==> src/rtl/core/pxu_pkg.sv <==
// ----------------------------------------------------------------------------
// pxu_pkg
// Shared constants, types and codes of the pixel replicate upscaler.
// ----------------------------------------------------------------------------
package pxu_pkg;

    // Largest source row and largest enlargement factor the block supports.
    localparam int MAX_WIDTH = 4096;
    localparam int MAX_SCALE = 16;

    // Fixed field and register widths.
    localparam int PIX_W       = 24;
    localparam int PAD_W       = 2;
    localparam int SCALE_REG_W = 5;
    localparam int WIDTH_REG_W = 13;
    localparam int CFG_DATA_W  = 13;
    localparam int CFG_IDX_W   = 1;

    // Derived widths.
    localparam int COL_W  = (MAX_WIDTH > 1) ? $clog2(MAX_WIDTH) : 1;
    localparam int WCNT_W = $clog2(MAX_WIDTH + 1);
    localparam int SCNT_W = $clog2(MAX_SCALE + 1);
    localparam int REP_W  = (MAX_SCALE > 1) ? $clog2(MAX_SCALE) : 1;

    // Command queue between the front and back parts.
    localparam int QDEPTH = 4;
    localparam int QPTR_W = $clog2(QDEPTH);
    localparam int QCNT_W = $clog2(QDEPTH + 1);

    // Configuration register indexes.
    localparam logic [CFG_IDX_W-1:0] CFG_SCALE = 1'b0;
    localparam logic [CFG_IDX_W-1:0] CFG_WIDTH = 1'b1;

    // Request types.
    localparam logic REQ_PUSH = 1'b0;
    localparam logic REQ_PULL = 1'b1;

    // One classified request: a pixel to be sent out cnt times.
    typedef struct packed {
        logic [PIX_W-1:0]  pixel;
        logic [SCNT_W-1:0] cnt;
        logic              at_end;
        logic [PAD_W-1:0]  pad;
        logic              misuse;
    } t_cmd;

endpackage

==> src/rtl/core/pxu_cmd_fifo.sv <==
// ----------------------------------------------------------------------------
// pxu_cmd_fifo
// Short command queue that decouples the front part from the back part.
// ----------------------------------------------------------------------------
module pxu_cmd_fifo (
    input  logic          i_clk,
    input  logic          i_rst_n,
    input  logic          i_push,
    input  pxu_pkg::t_cmd i_cmd,
    output logic          o_full,
    input  logic          i_pop,
    output logic          o_empty,
    output pxu_pkg::t_cmd o_head
);
    import pxu_pkg::*;

    t_cmd              r_mem [QDEPTH];
    logic [QPTR_W-1:0] r_wr_ptr;
    logic [QPTR_W-1:0] r_rd_ptr;
    logic [QCNT_W-1:0] r_count;
    logic              w_do_push;
    logic              w_do_pop;

    assign o_full    = r_count == QCNT_W'(QDEPTH);
    assign o_empty   = r_count == '0;
    assign w_do_push = i_push && !o_full;
    assign w_do_pop  = i_pop && !o_empty;
    assign o_head    = r_mem[r_rd_ptr];

    // Pointers and fill count.
    always_ff @(posedge i_clk) begin
        if (!i_rst_n) begin
            r_wr_ptr <= '0;
            r_rd_ptr <= '0;
            r_count  <= '0;
        end else begin
            if (w_do_push) begin
                r_wr_ptr <= (32'(r_wr_ptr) == QDEPTH - 1) ? '0 : r_wr_ptr + QPTR_W'(1);
            end
            if (w_do_pop) begin
                r_rd_ptr <= (32'(r_rd_ptr) == QDEPTH - 1) ? '0 : r_rd_ptr + QPTR_W'(1);
            end
            if (w_do_push && !w_do_pop) begin
                r_count <= r_count + QCNT_W'(1);
            end else if (w_do_pop && !w_do_push) begin
                r_count <= r_count - QCNT_W'(1);
            end
        end
    end

    // Entry storage.
    always_ff @(posedge i_clk) begin
        if (w_do_push) begin
            r_mem[r_wr_ptr] <= i_cmd;
        end
    end

endmodule

==> config.mk <==
export PLATFORM = sky130hd
export DESIGN_NAME = pxu_cmd_fifo
export DESIGN_NICKNAME = d
export VERILOG_FILES = /design/src/rtl/core/pxu_pkg.sv /design/src/rtl/core/pxu_cmd_fifo.sv
export SDC_FILE = /design/constraint.sdc
export NUM_CORES = 1
export LEC_CHECK = 0
export ABC_AREA = 1
export BUFFER_PORTS_ARGS = -buffer_cell sky130_fd_sc_hd__buf_2
export CAP_MARGIN = 20
export CORE_ASPECT_RATIO = 2
export CORE_MARGIN = 10
export CORE_UTILIZATION = 40
export DETAILED_ROUTE_END_ITERATION = 16
export PLACE_DENSITY = 0.65
export SETUP_SLACK_MARGIN = 0.02
export SLEW_MARGIN = 20
export SYNTH_ARGS = -nofsm -noshare
export SYNTH_HDL_FRONTEND = slang
export SYNTH_SLANG_ARGS = --single-unit
export TNS_END_PERCENT = 5
==> constraint.sdc <==
create_clock -name i_clk -period 3.6 [get_ports i_clk]
set_clock_uncertainty 0.15 [all_clocks]
set_input_delay 0.72 -clock i_clk [delete_from_list [all_inputs] [get_ports i_clk]]
set_output_delay 0.72 -clock i_clk [all_outputs]
set_load 0.01 [all_outputs]
==> metrics.yaml <==
postCtsSetupRepairBufs: 0
ant_nets: 0
die_h_um: 185
area.sequential_um2: 4150
route.detailed.drc: 0
critPathCaptureType: "output pin"
synth_mux_area_share_pct: 0
setup_viol: 0
syn_inst: 391
relSlewSlack_pct: 58.3
synth_area_um2: 5420
setup_tns_ns: 0
place_congestion: 0.777
core-area_um2: 13400
yosys_register_bits: 141
cp_max_fo: 66
worstSetupPathType: "reg -> out"
via_count: 3291
ir_drop_uv: 431
synth_top_family_by_area: "compound AO/OA/AOI/OAI gates"
grtUsageTotal_pct: 12.6
syn-num-nets: 435
boundaryPins: 72
leakage_nw: 2.34
max_cap_violations: 0
netlist.area_leader.share_pct: 73.1
synthArstFlopShare_pct: 0
fin_nets: 512
clk_latency_ns: 0.40
worst_pin_slew_ns: 0.625
rsz0062_at_grt: "false"
synth_top_cell_by_area: "edfxtp_1"
synthAdderAreaFrac_pct: 1.75
crit_required_ns: 2.73
area_delta_synth_final_pct: 18.9
startpoint_type: "register"
die_x_um: 102
layoutNonFillerInstCount: 636
critPathArrivalTime_ns: 2.06
critPathTopFamily: "buffers and inverters"
wl_per_cell_um: 18.5
postCtsHoldBufs: 0
n_antenna_cell: 0
fin_hold_ws_ns: 0.362
antenna_found_initial: 0
cts.reportedPaths.clkPinSlew_ns: 0.05
synth_seq_area_share_pct: 76.5
synth.avg_cell_area_um2: 13.9
fmax_mhz: 341
crit_path_top_delay_cell: "buf_4"
cts_tree: "done"
viasPerCell: 5.17
initial_core_util_pct: 40.6
htreeDepth: 4
drv_slew: 0
port-buffer-count: 71
gr-total-overflow: 0
synth_xor_xnor_area_share_pct: 0
numClockSinks: 141
post-route-util_pct: 48.2
placementRows: 60
cts_root_buffer: "clkbuf_16"
grt_pass1_wl_um: 17700
post-route-min-period_ns: 2.93
hold_viol: 0
path_cells: "buf_4 -> o21ai_0 -> o22ai_1 -> buf_2"
grt_pass1_vias: 3415
synth-edff-count: 132
multi_input_area_um2: 1070
cts.path.max_buffers: 2
powerDensity_nw_per_um2: 773
synth-compound-area-share_pct: 10.3
grt_max_degree: 67
worst_hold_path_type: "reg -> reg"
path_buf_inv: 2
run_status: "completed"
dieArea_um2: 18900
synthTopCellsByArea: "edfxtp_1, nor2_1, o21ai_0"
post_cts_resized: 0
synth.distinct_cells: 20
drtPass1Iterations: 4
fin_crit_sh_pct: 81.4
synth_warnings: 0
layout-drive-gt1-share_pct: 23.1
dr.first_iter.drc_count: 284
num-fill-cells: 1158
detail_route.wirelength_um: 11800
dp_cells: 604
synth_flop_cell: "edfxtp_1"
yosys.area_share.simple_pct: 7.13
cts_inserted_buffers: 17
max_stage_delay_ns: 0.51
dp_hpwl_um: 7910
[final timing paths]
| path | startpoint | endpoint | slack, ns | cells after the start |
|---|---|---|---|---|
| worst max-delay path | register | o_head[25] | 0.67 | 4 |
| worst min-delay path | r_count[0] | r_count[0] | 0.36 | 2 |
| worst max register to register | r_count[1] | r_count[1] | 1.28 | 9 |
| worst min register to register | r_count[0] | r_count[0] | 0.36 | 2 |
[report_power, final]
group	internal (mW)	switching (mW)	total (mW)
Clock	1.01	0.618	1.63
Sequential	2.01	0.0740	2.08
Combinational	0.420	0.859	1.28
Total	3.43	1.55	4.98
[Yosys cell counts (6+ instances only)]
| library cell | n |
|---|---|
| o21ai_1 | 18 |
| nor2_1 | 83 |
| buf_2 | 7 |
| inv_1 | 17 |
| nand2_1 | 15 |
| dfxtp_1 | 9 |
| o22ai_1 | 33 |
| buf_6 | 9 |
| edfxtp_1 | 132 |
| ha_1 | 6 |
| o21ai_0 | 50 |
[per-layer routing]
layer	up-vias	track usage [%]	share of wire [%]
met2	83	23.2	57
met1	1607	12.2	36
met4	0	6.36	2.1
li1	1587	-	-
met5	-	0	0
met3	14	3.75	4.8
[cell families (layout without fill, tap and decap cells)]
| logic type | after synthesis | count (layout) |
|---|---|---|
| flip-flops | 141 | 141 |
| AO/OA/AOI/OAI | 103 | 103 |
| AND/OR/NAND/NOR | 101 | 101 |
| buffers and inverters | 39 | 129 |
| adder cells (fa/ha/maj) | 7 | 7 |
[state kept, by name (all words and copies together), names as in the netlist, named ones only]
register,flops
r_count,3
r_mem,132
r_wr_ptr,2
r_rd_ptr,2
[through the flow]
step	power [mW]	cell area [um2]	setup slack, ns
floorplan	2.94	5420	0.767
global placement	3.38	5890	1.09
detailed placement	3.41	5890	1.07
CTS	5.04	6440	0.633
global route	5.25	6440	0.508
finish	4.98	6440	0.670
[layout make-up]
cell class                      count  share of cell area, %
Sequential cell                   141                   64.3
Multi-Input combinational cell    211                   16.6
Clock buffer                       19                   6.72
Timing Repair Buffer               78                   6.33
Tap cell                          155                   3.01
Clock inverter                     13                   1.94
Inverter                           19                   1.11
[cells in the final DEF (no fill, tap or decap), drive strengths merged]
cell,n
nand2,15
buf,78
edfxtp,132
clkinvlp,3
nand3,1
fa,1
nand4,1
a21oi,2
inv,19
o21ai,68
o22ai,33
ha,6
dfxtp,9
clkbuf,19
nor2,83
bufinv,2
clkinv,8
nand3b,1
[worst min-delay path: cells and delay by family, from the launching register on]
family	cells	cell delay (ns)
compound gates	1	0.06
flops	1	0.34
buf+inv	1	0.07
Note: power is estimated with default switching activity, not from simulation.
