==> src/rtl/core/pxu_pkg.sv <==
// ----------------------------------------------------------------------------
// pxu_pkg
// Shared constants, types and codes of the pixel replicate upscaler.
// ----------------------------------------------------------------------------
package pxu_pkg;

    // Largest source row and largest enlargement factor the block supports.
    localparam int MAX_WIDTH = 4096;
    localparam int MAX_SCALE = 16;

    // Fixed field and register widths.
    localparam int PIX_W       = 24;
    localparam int PAD_W       = 2;
    localparam int SCALE_REG_W = 5;
    localparam int WIDTH_REG_W = 13;
    localparam int CFG_DATA_W  = 13;
    localparam int CFG_IDX_W   = 1;

    // Derived widths.
    localparam int COL_W  = (MAX_WIDTH > 1) ? $clog2(MAX_WIDTH) : 1;
    localparam int WCNT_W = $clog2(MAX_WIDTH + 1);
    localparam int SCNT_W = $clog2(MAX_SCALE + 1);
    localparam int REP_W  = (MAX_SCALE > 1) ? $clog2(MAX_SCALE) : 1;

    // Command queue between the front and back parts.
    localparam int QDEPTH = 4;
    localparam int QPTR_W = $clog2(QDEPTH);
    localparam int QCNT_W = $clog2(QDEPTH + 1);

    // Configuration register indexes.
    localparam logic [CFG_IDX_W-1:0] CFG_SCALE = 1'b0;
    localparam logic [CFG_IDX_W-1:0] CFG_WIDTH = 1'b1;

    // Request types.
    localparam logic REQ_PUSH = 1'b0;
    localparam logic REQ_PULL = 1'b1;

    // One classified request: a pixel to be sent out cnt times.
    typedef struct packed {
        logic [PIX_W-1:0]  pixel;
        logic [SCNT_W-1:0] cnt;
        logic              at_end;
        logic [PAD_W-1:0]  pad;
        logic              misuse;
    } t_cmd;

endpackage

==> src/rtl/core/pxu_back.sv <==
// ----------------------------------------------------------------------------
// pxu_back
// Takes commands from the queue and sends each pixel out the requested
// number of times, one copy per cycle while the output is not stalled,
// through an output register.
module pxu_back (
    input  logic                        i_clk,
    input  logic                        i_rst_n,
    input  logic                        i_q_empty,
    input  pxu_pkg::t_cmd               i_q_head,
    output logic                        o_q_pop,
    output logic                        o_valid,
    input  logic                        i_stall,
    output logic [pxu_pkg::PIX_W-1:0]   o_out_pixel,
    output logic [pxu_pkg::PAD_W-1:0]   o_pad_bytes,
    output logic                        o_row_end,
    output logic                        o_last,
    output logic                        o_misuse
);
    import pxu_pkg::*;

    logic              r_act;
    t_cmd              r_cmd;
    logic [SCNT_W-1:0] r_rem;
    logic              r_out_valid;
    logic              w_adv;
    logic              w_fin;

    // A copy moves into the output register whenever that register frees up.
    assign w_adv   = r_act && (!r_out_valid || !i_stall);
    assign w_fin   = r_rem == SCNT_W'(1);
    assign o_q_pop = !i_q_empty && (!r_act || (w_adv && w_fin));
    assign o_valid = r_out_valid;

    // Control: active command and output valid.
    always_ff @(posedge i_clk) begin
        if (!i_rst_n) begin
            r_act       <= 1'b0;
            r_out_valid <= 1'b0;
        end else begin
            if (o_q_pop) begin
                r_act <= 1'b1;
            end else if (w_adv && w_fin) begin
                r_act <= 1'b0;
            end
            if (w_adv) begin
                r_out_valid <= 1'b1;
            end else if (!i_stall) begin
                r_out_valid <= 1'b0;
            end
        end
    end

    // Payload: current command, copies left and the output register.
    always_ff @(posedge i_clk) begin
        if (w_adv) begin
            o_out_pixel <= r_cmd.pixel;
            o_pad_bytes <= (w_fin && r_cmd.at_end) ? r_cmd.pad : '0;
            o_row_end   <= w_fin && r_cmd.at_end;
            o_last      <= w_fin;
            o_misuse    <= r_cmd.misuse;
        end
        if (o_q_pop) begin
            r_cmd <= i_q_head;
            r_rem <= i_q_head.cnt;
        end else if (w_adv) begin
            r_rem <= r_rem - SCNT_W'(1);
        end
    end

endmodule

==> config.mk <==
export PLATFORM = sky130hd
export DESIGN_NAME = pxu_back
export DESIGN_NICKNAME = d
export VERILOG_FILES = /design/src/rtl/core/pxu_pkg.sv /design/src/rtl/core/pxu_back.sv
export SDC_FILE = /design/constraint.sdc
export NUM_CORES = 1
export LEC_CHECK = 0
export BUFFER_PORTS_ARGS = -buffer_cell sky130_fd_sc_hd__clkbuf_2
export CORE_MARGIN = 2
export CORE_UTILIZATION = 49
export CTS_CLUSTER_SIZE = 16
export DETAILED_ROUTE_END_ITERATION = 8
export PLACE_DENSITY_LB_ADDON = 0.25
export RECOVER_POWER = 50
export SYNTH_ARGS = -nofsm -noshare
export SYNTH_HDL_FRONTEND = slang
export SYNTH_SLANG_ARGS = --single-unit
==> constraint.sdc <==
create_clock -name i_clk -period 2.45 [get_ports i_clk]
set_input_delay 0.1225 -clock i_clk [delete_from_list [all_inputs] [get_ports i_clk]]
set_output_delay 0.1225 -clock i_clk [all_outputs]
set_load 0.05 [all_outputs]
==> metrics.cfg <==
[status]
status = finished, final reports clean

[clocking]
hold_buffers = 29
numCtsBuffers = 9
cts_tree = done
cts_resized = 0
htreeDepth = 3
clkTransAtPathRegs_ns = 0.06
cts.sinks = 64
clk_path_buf_depth = 2
cts_setup_buffers = 0
cts_root_buffer = clkbuf_8
clk_latency_ns = 0.32

[logic_synthesis]
synth_fp_nets = 133
yosys.area_share.simple_pct = 3.627
synth.area.top_cells = edfxtp_1 (86%), mux2_4 (2.8%), dfxtp_1 (1.8%)
synth_xor_area_share_pct = 1.209
yosysTopAreaCell = edfxtp_1
synth_area_mm2 = 0.002173
synth_compound_area_share_pct = 2.130
synthArstFlopShare_pct = 0
ys_types = 20
synth-main-ff-cell = edfxtp_1
yosysMostFrequentCell = edfxtp_1
synth_fa_ha_area_share_pct = 1.151
synth_top_family_by_area = multiplexers
postSynthAreaPerCell_um2 = 23.12
synth_seq_cells = 64
muxShareOfSynthArea_pct = 3.685
synth_common_cells = edfxtp_1 (62), inv_1 (4), mux2_4 (4)
synthCells = 94
yosysWarnings = 0
synth_top_area_share_pct = 85.66
synth_edf_count = 62
synth.yosys.seq_area_share_pct = 87.51

[drt]
ant_nets = 0
vias = 1164
routed_wl_um = 3554
dr.pass1.iters = 4
vias_per_cell = 4.477
wl_per_cell_um = 13.67
first_iter_violations = 78
route.detailed.drc = 0

[grt]
antenna_found_initial = 0
grt_overflow_total = 0
grt_pass1_wl_um = 5416
track_usage_pct = 15.19
grt_pass1_vias = 1188
grt_max_degree = 30

[sta]
grt_setup_unrepaired = no
final_hold_viol_count = 0
fin_setup_tns_ns = 0
worst_pin_slew_ns = 0.6322
hold_ws_ns = 0.03469
setup_viol = 0
finalMaxSlewViolations = 0
skew_ns = 0.006614
min_period_over_period_pct = 90.82
maxSlewHeadroom_pct = 58.04
min_period_ns = 2.225
fmaxAchievable_mhz = 449.4

[placed_design]
gp_congestion = 0.7086
place_hpwl_um = 2305
port_buffers = 67

[floorplanning]
ioPinCount = 68
chipHeight_um = 70.60
fp.dieArea_mm2 = 0.004984
rows = 24
die_w_um = 70.60
start_util_pct = 50.26
core_area_mm2 = 0.004324

[critical_path]
critical_path_required_ns = 2.33
reg2regPathDepth = 6
end_kind = primary output
worstSetupStartpoint = r_rem[1]
cp_max_fo = 29
crit_path_end = o_q_pop
reg2reg_from = r_rem[1]
crit_type = reg2out
critPathArrivalTime_ns = 2.10
r2r-end = r_cmd[10]
ff2ff_setup_slack_ns = 0.52
start_kind = flip-flop

[power_and_ir_drop]
ir_drop_mv = 0.5552
powerDensity_mw_per_mm2 = 824.2
power.leakage_uw = 0.001188

[cells_and_area]
nets = 242
antenna-diode-count = 0
fillCellCount = 309
areaGrowthSynthToFinish_pct = 40.36
drive_above_1_share_pct = 33.17

[flow_run]
cap_violations = 0

[worst_hold_path]
hold_path.class = in2reg

registers in the layout (all words and copies together) (netlist names):
signal / flops
o_row_end: 1
o_last: 1
r_act: 1
o_valid: 1
r_cmd: 28
o_misuse: 1
o_pad_bytes: 2
r_rem: 5
o_out_pixel: 24
layout make-up:
class,instances,area (um2),area share (%)
inverters,4,15.01,0.4922
flip-flops and latches,64,1902,62.35
clock inverters,7,62.56,2.051
repair buffers,98,625.6,20.51
well taps,52,65.06,2.133
multi-input cells,26,256.5,8.409
clock buffers,9,123.9,4.061
layer usage:
metal	track usage, %	routed length, um
met1	16.80	1380
met2	25.58	1884
met3	5.698	226
met4	8.176	63
met5	0	0
report_power, final:
| group | switching (uW) | internal, uW | total (uW) |
|---|---|---|---|
| logic | 208 | 127 | 336 |
| registers | 40.4 | 1310 | 1350 |
| clock network | 369 | 458 | 827 |
| total | 618 | 1900 | 2510 |
metrics by stage:
step                      instance area (um2)  std cells  worst slack, ns  util (%)  power, uW
after floorplan                          2173         94           0.1547         -       1583
after global placement                   2604        215           0.5646     60.21       1669
after detailed placement                 2604        215           0.5038     60.21       1683
after CTS                                3080        260           0.1728     71.24       2558
after global routing                     3050        260          0.03825     70.54       2618
final                                    3050        260           0.2248     70.54       2514
cells in the final DEF (no fill, tap or decap), types with 2 or more instances in the layout:
master | netlist | routed
buf_4 | 0 | 2
clkbuf_2 | 0 | 42
and3_2 | 2 | 2
clkbuf_1 | 0 | 24
mux2_4 | 4 | 4
clkinv_1 | 0 | 2
edfxtp_1 | 62 | 62
ha_1 | 2 | 2
clkbuf_8 | 0 | 9
xor2_1 | 3 | 3
inv_1 | 4 | 4
dfxtp_1 | 2 | 2
dlygate4sd3_1 | 0 | 29
mux2i_1 | 2 | 2
clkinv_2 | 0 | 2
clkinvlp_4 | 0 | 2
how the worst min path moves through the flow:
stage	start	end	cells past startpoint
6_report	i_q_empty	r_act	2
5_1_grt	i_q_empty	r_act	2
4_1_cts	i_q_empty	r_act	2
3_5_place_dp	i_q_head[11]	r_cmd[11]	1
3_3_place_gp	i_q_head[12]	r_cmd[12]	1
2_1_floorplan	i_q_head[0]	r_cmd[0]	0
worst max-delay path, stage by stage, from the launching register on:
cell and delay (ns):
edfxtp_1 0.39, inv_1 0.10, ha_1 0.14, nor4b_4 0.36, a21oi_4 0.16, inv_1 0.08
buf_4 0.34, buf_12 0.19
logic make-up (layout without fill, tap and decap cells):
group,count (synthesis),in the layout
AO/OA/AOI/OAI,5,5
buffers and inverters,4,118
XOR/XNOR,3,3
multiplexers,6,6
adder cells (fa/ha/maj),2,2
flip-flops,64,64
AND/OR/NAND/NOR,10,10
Power figures use the tool's default switching activity.
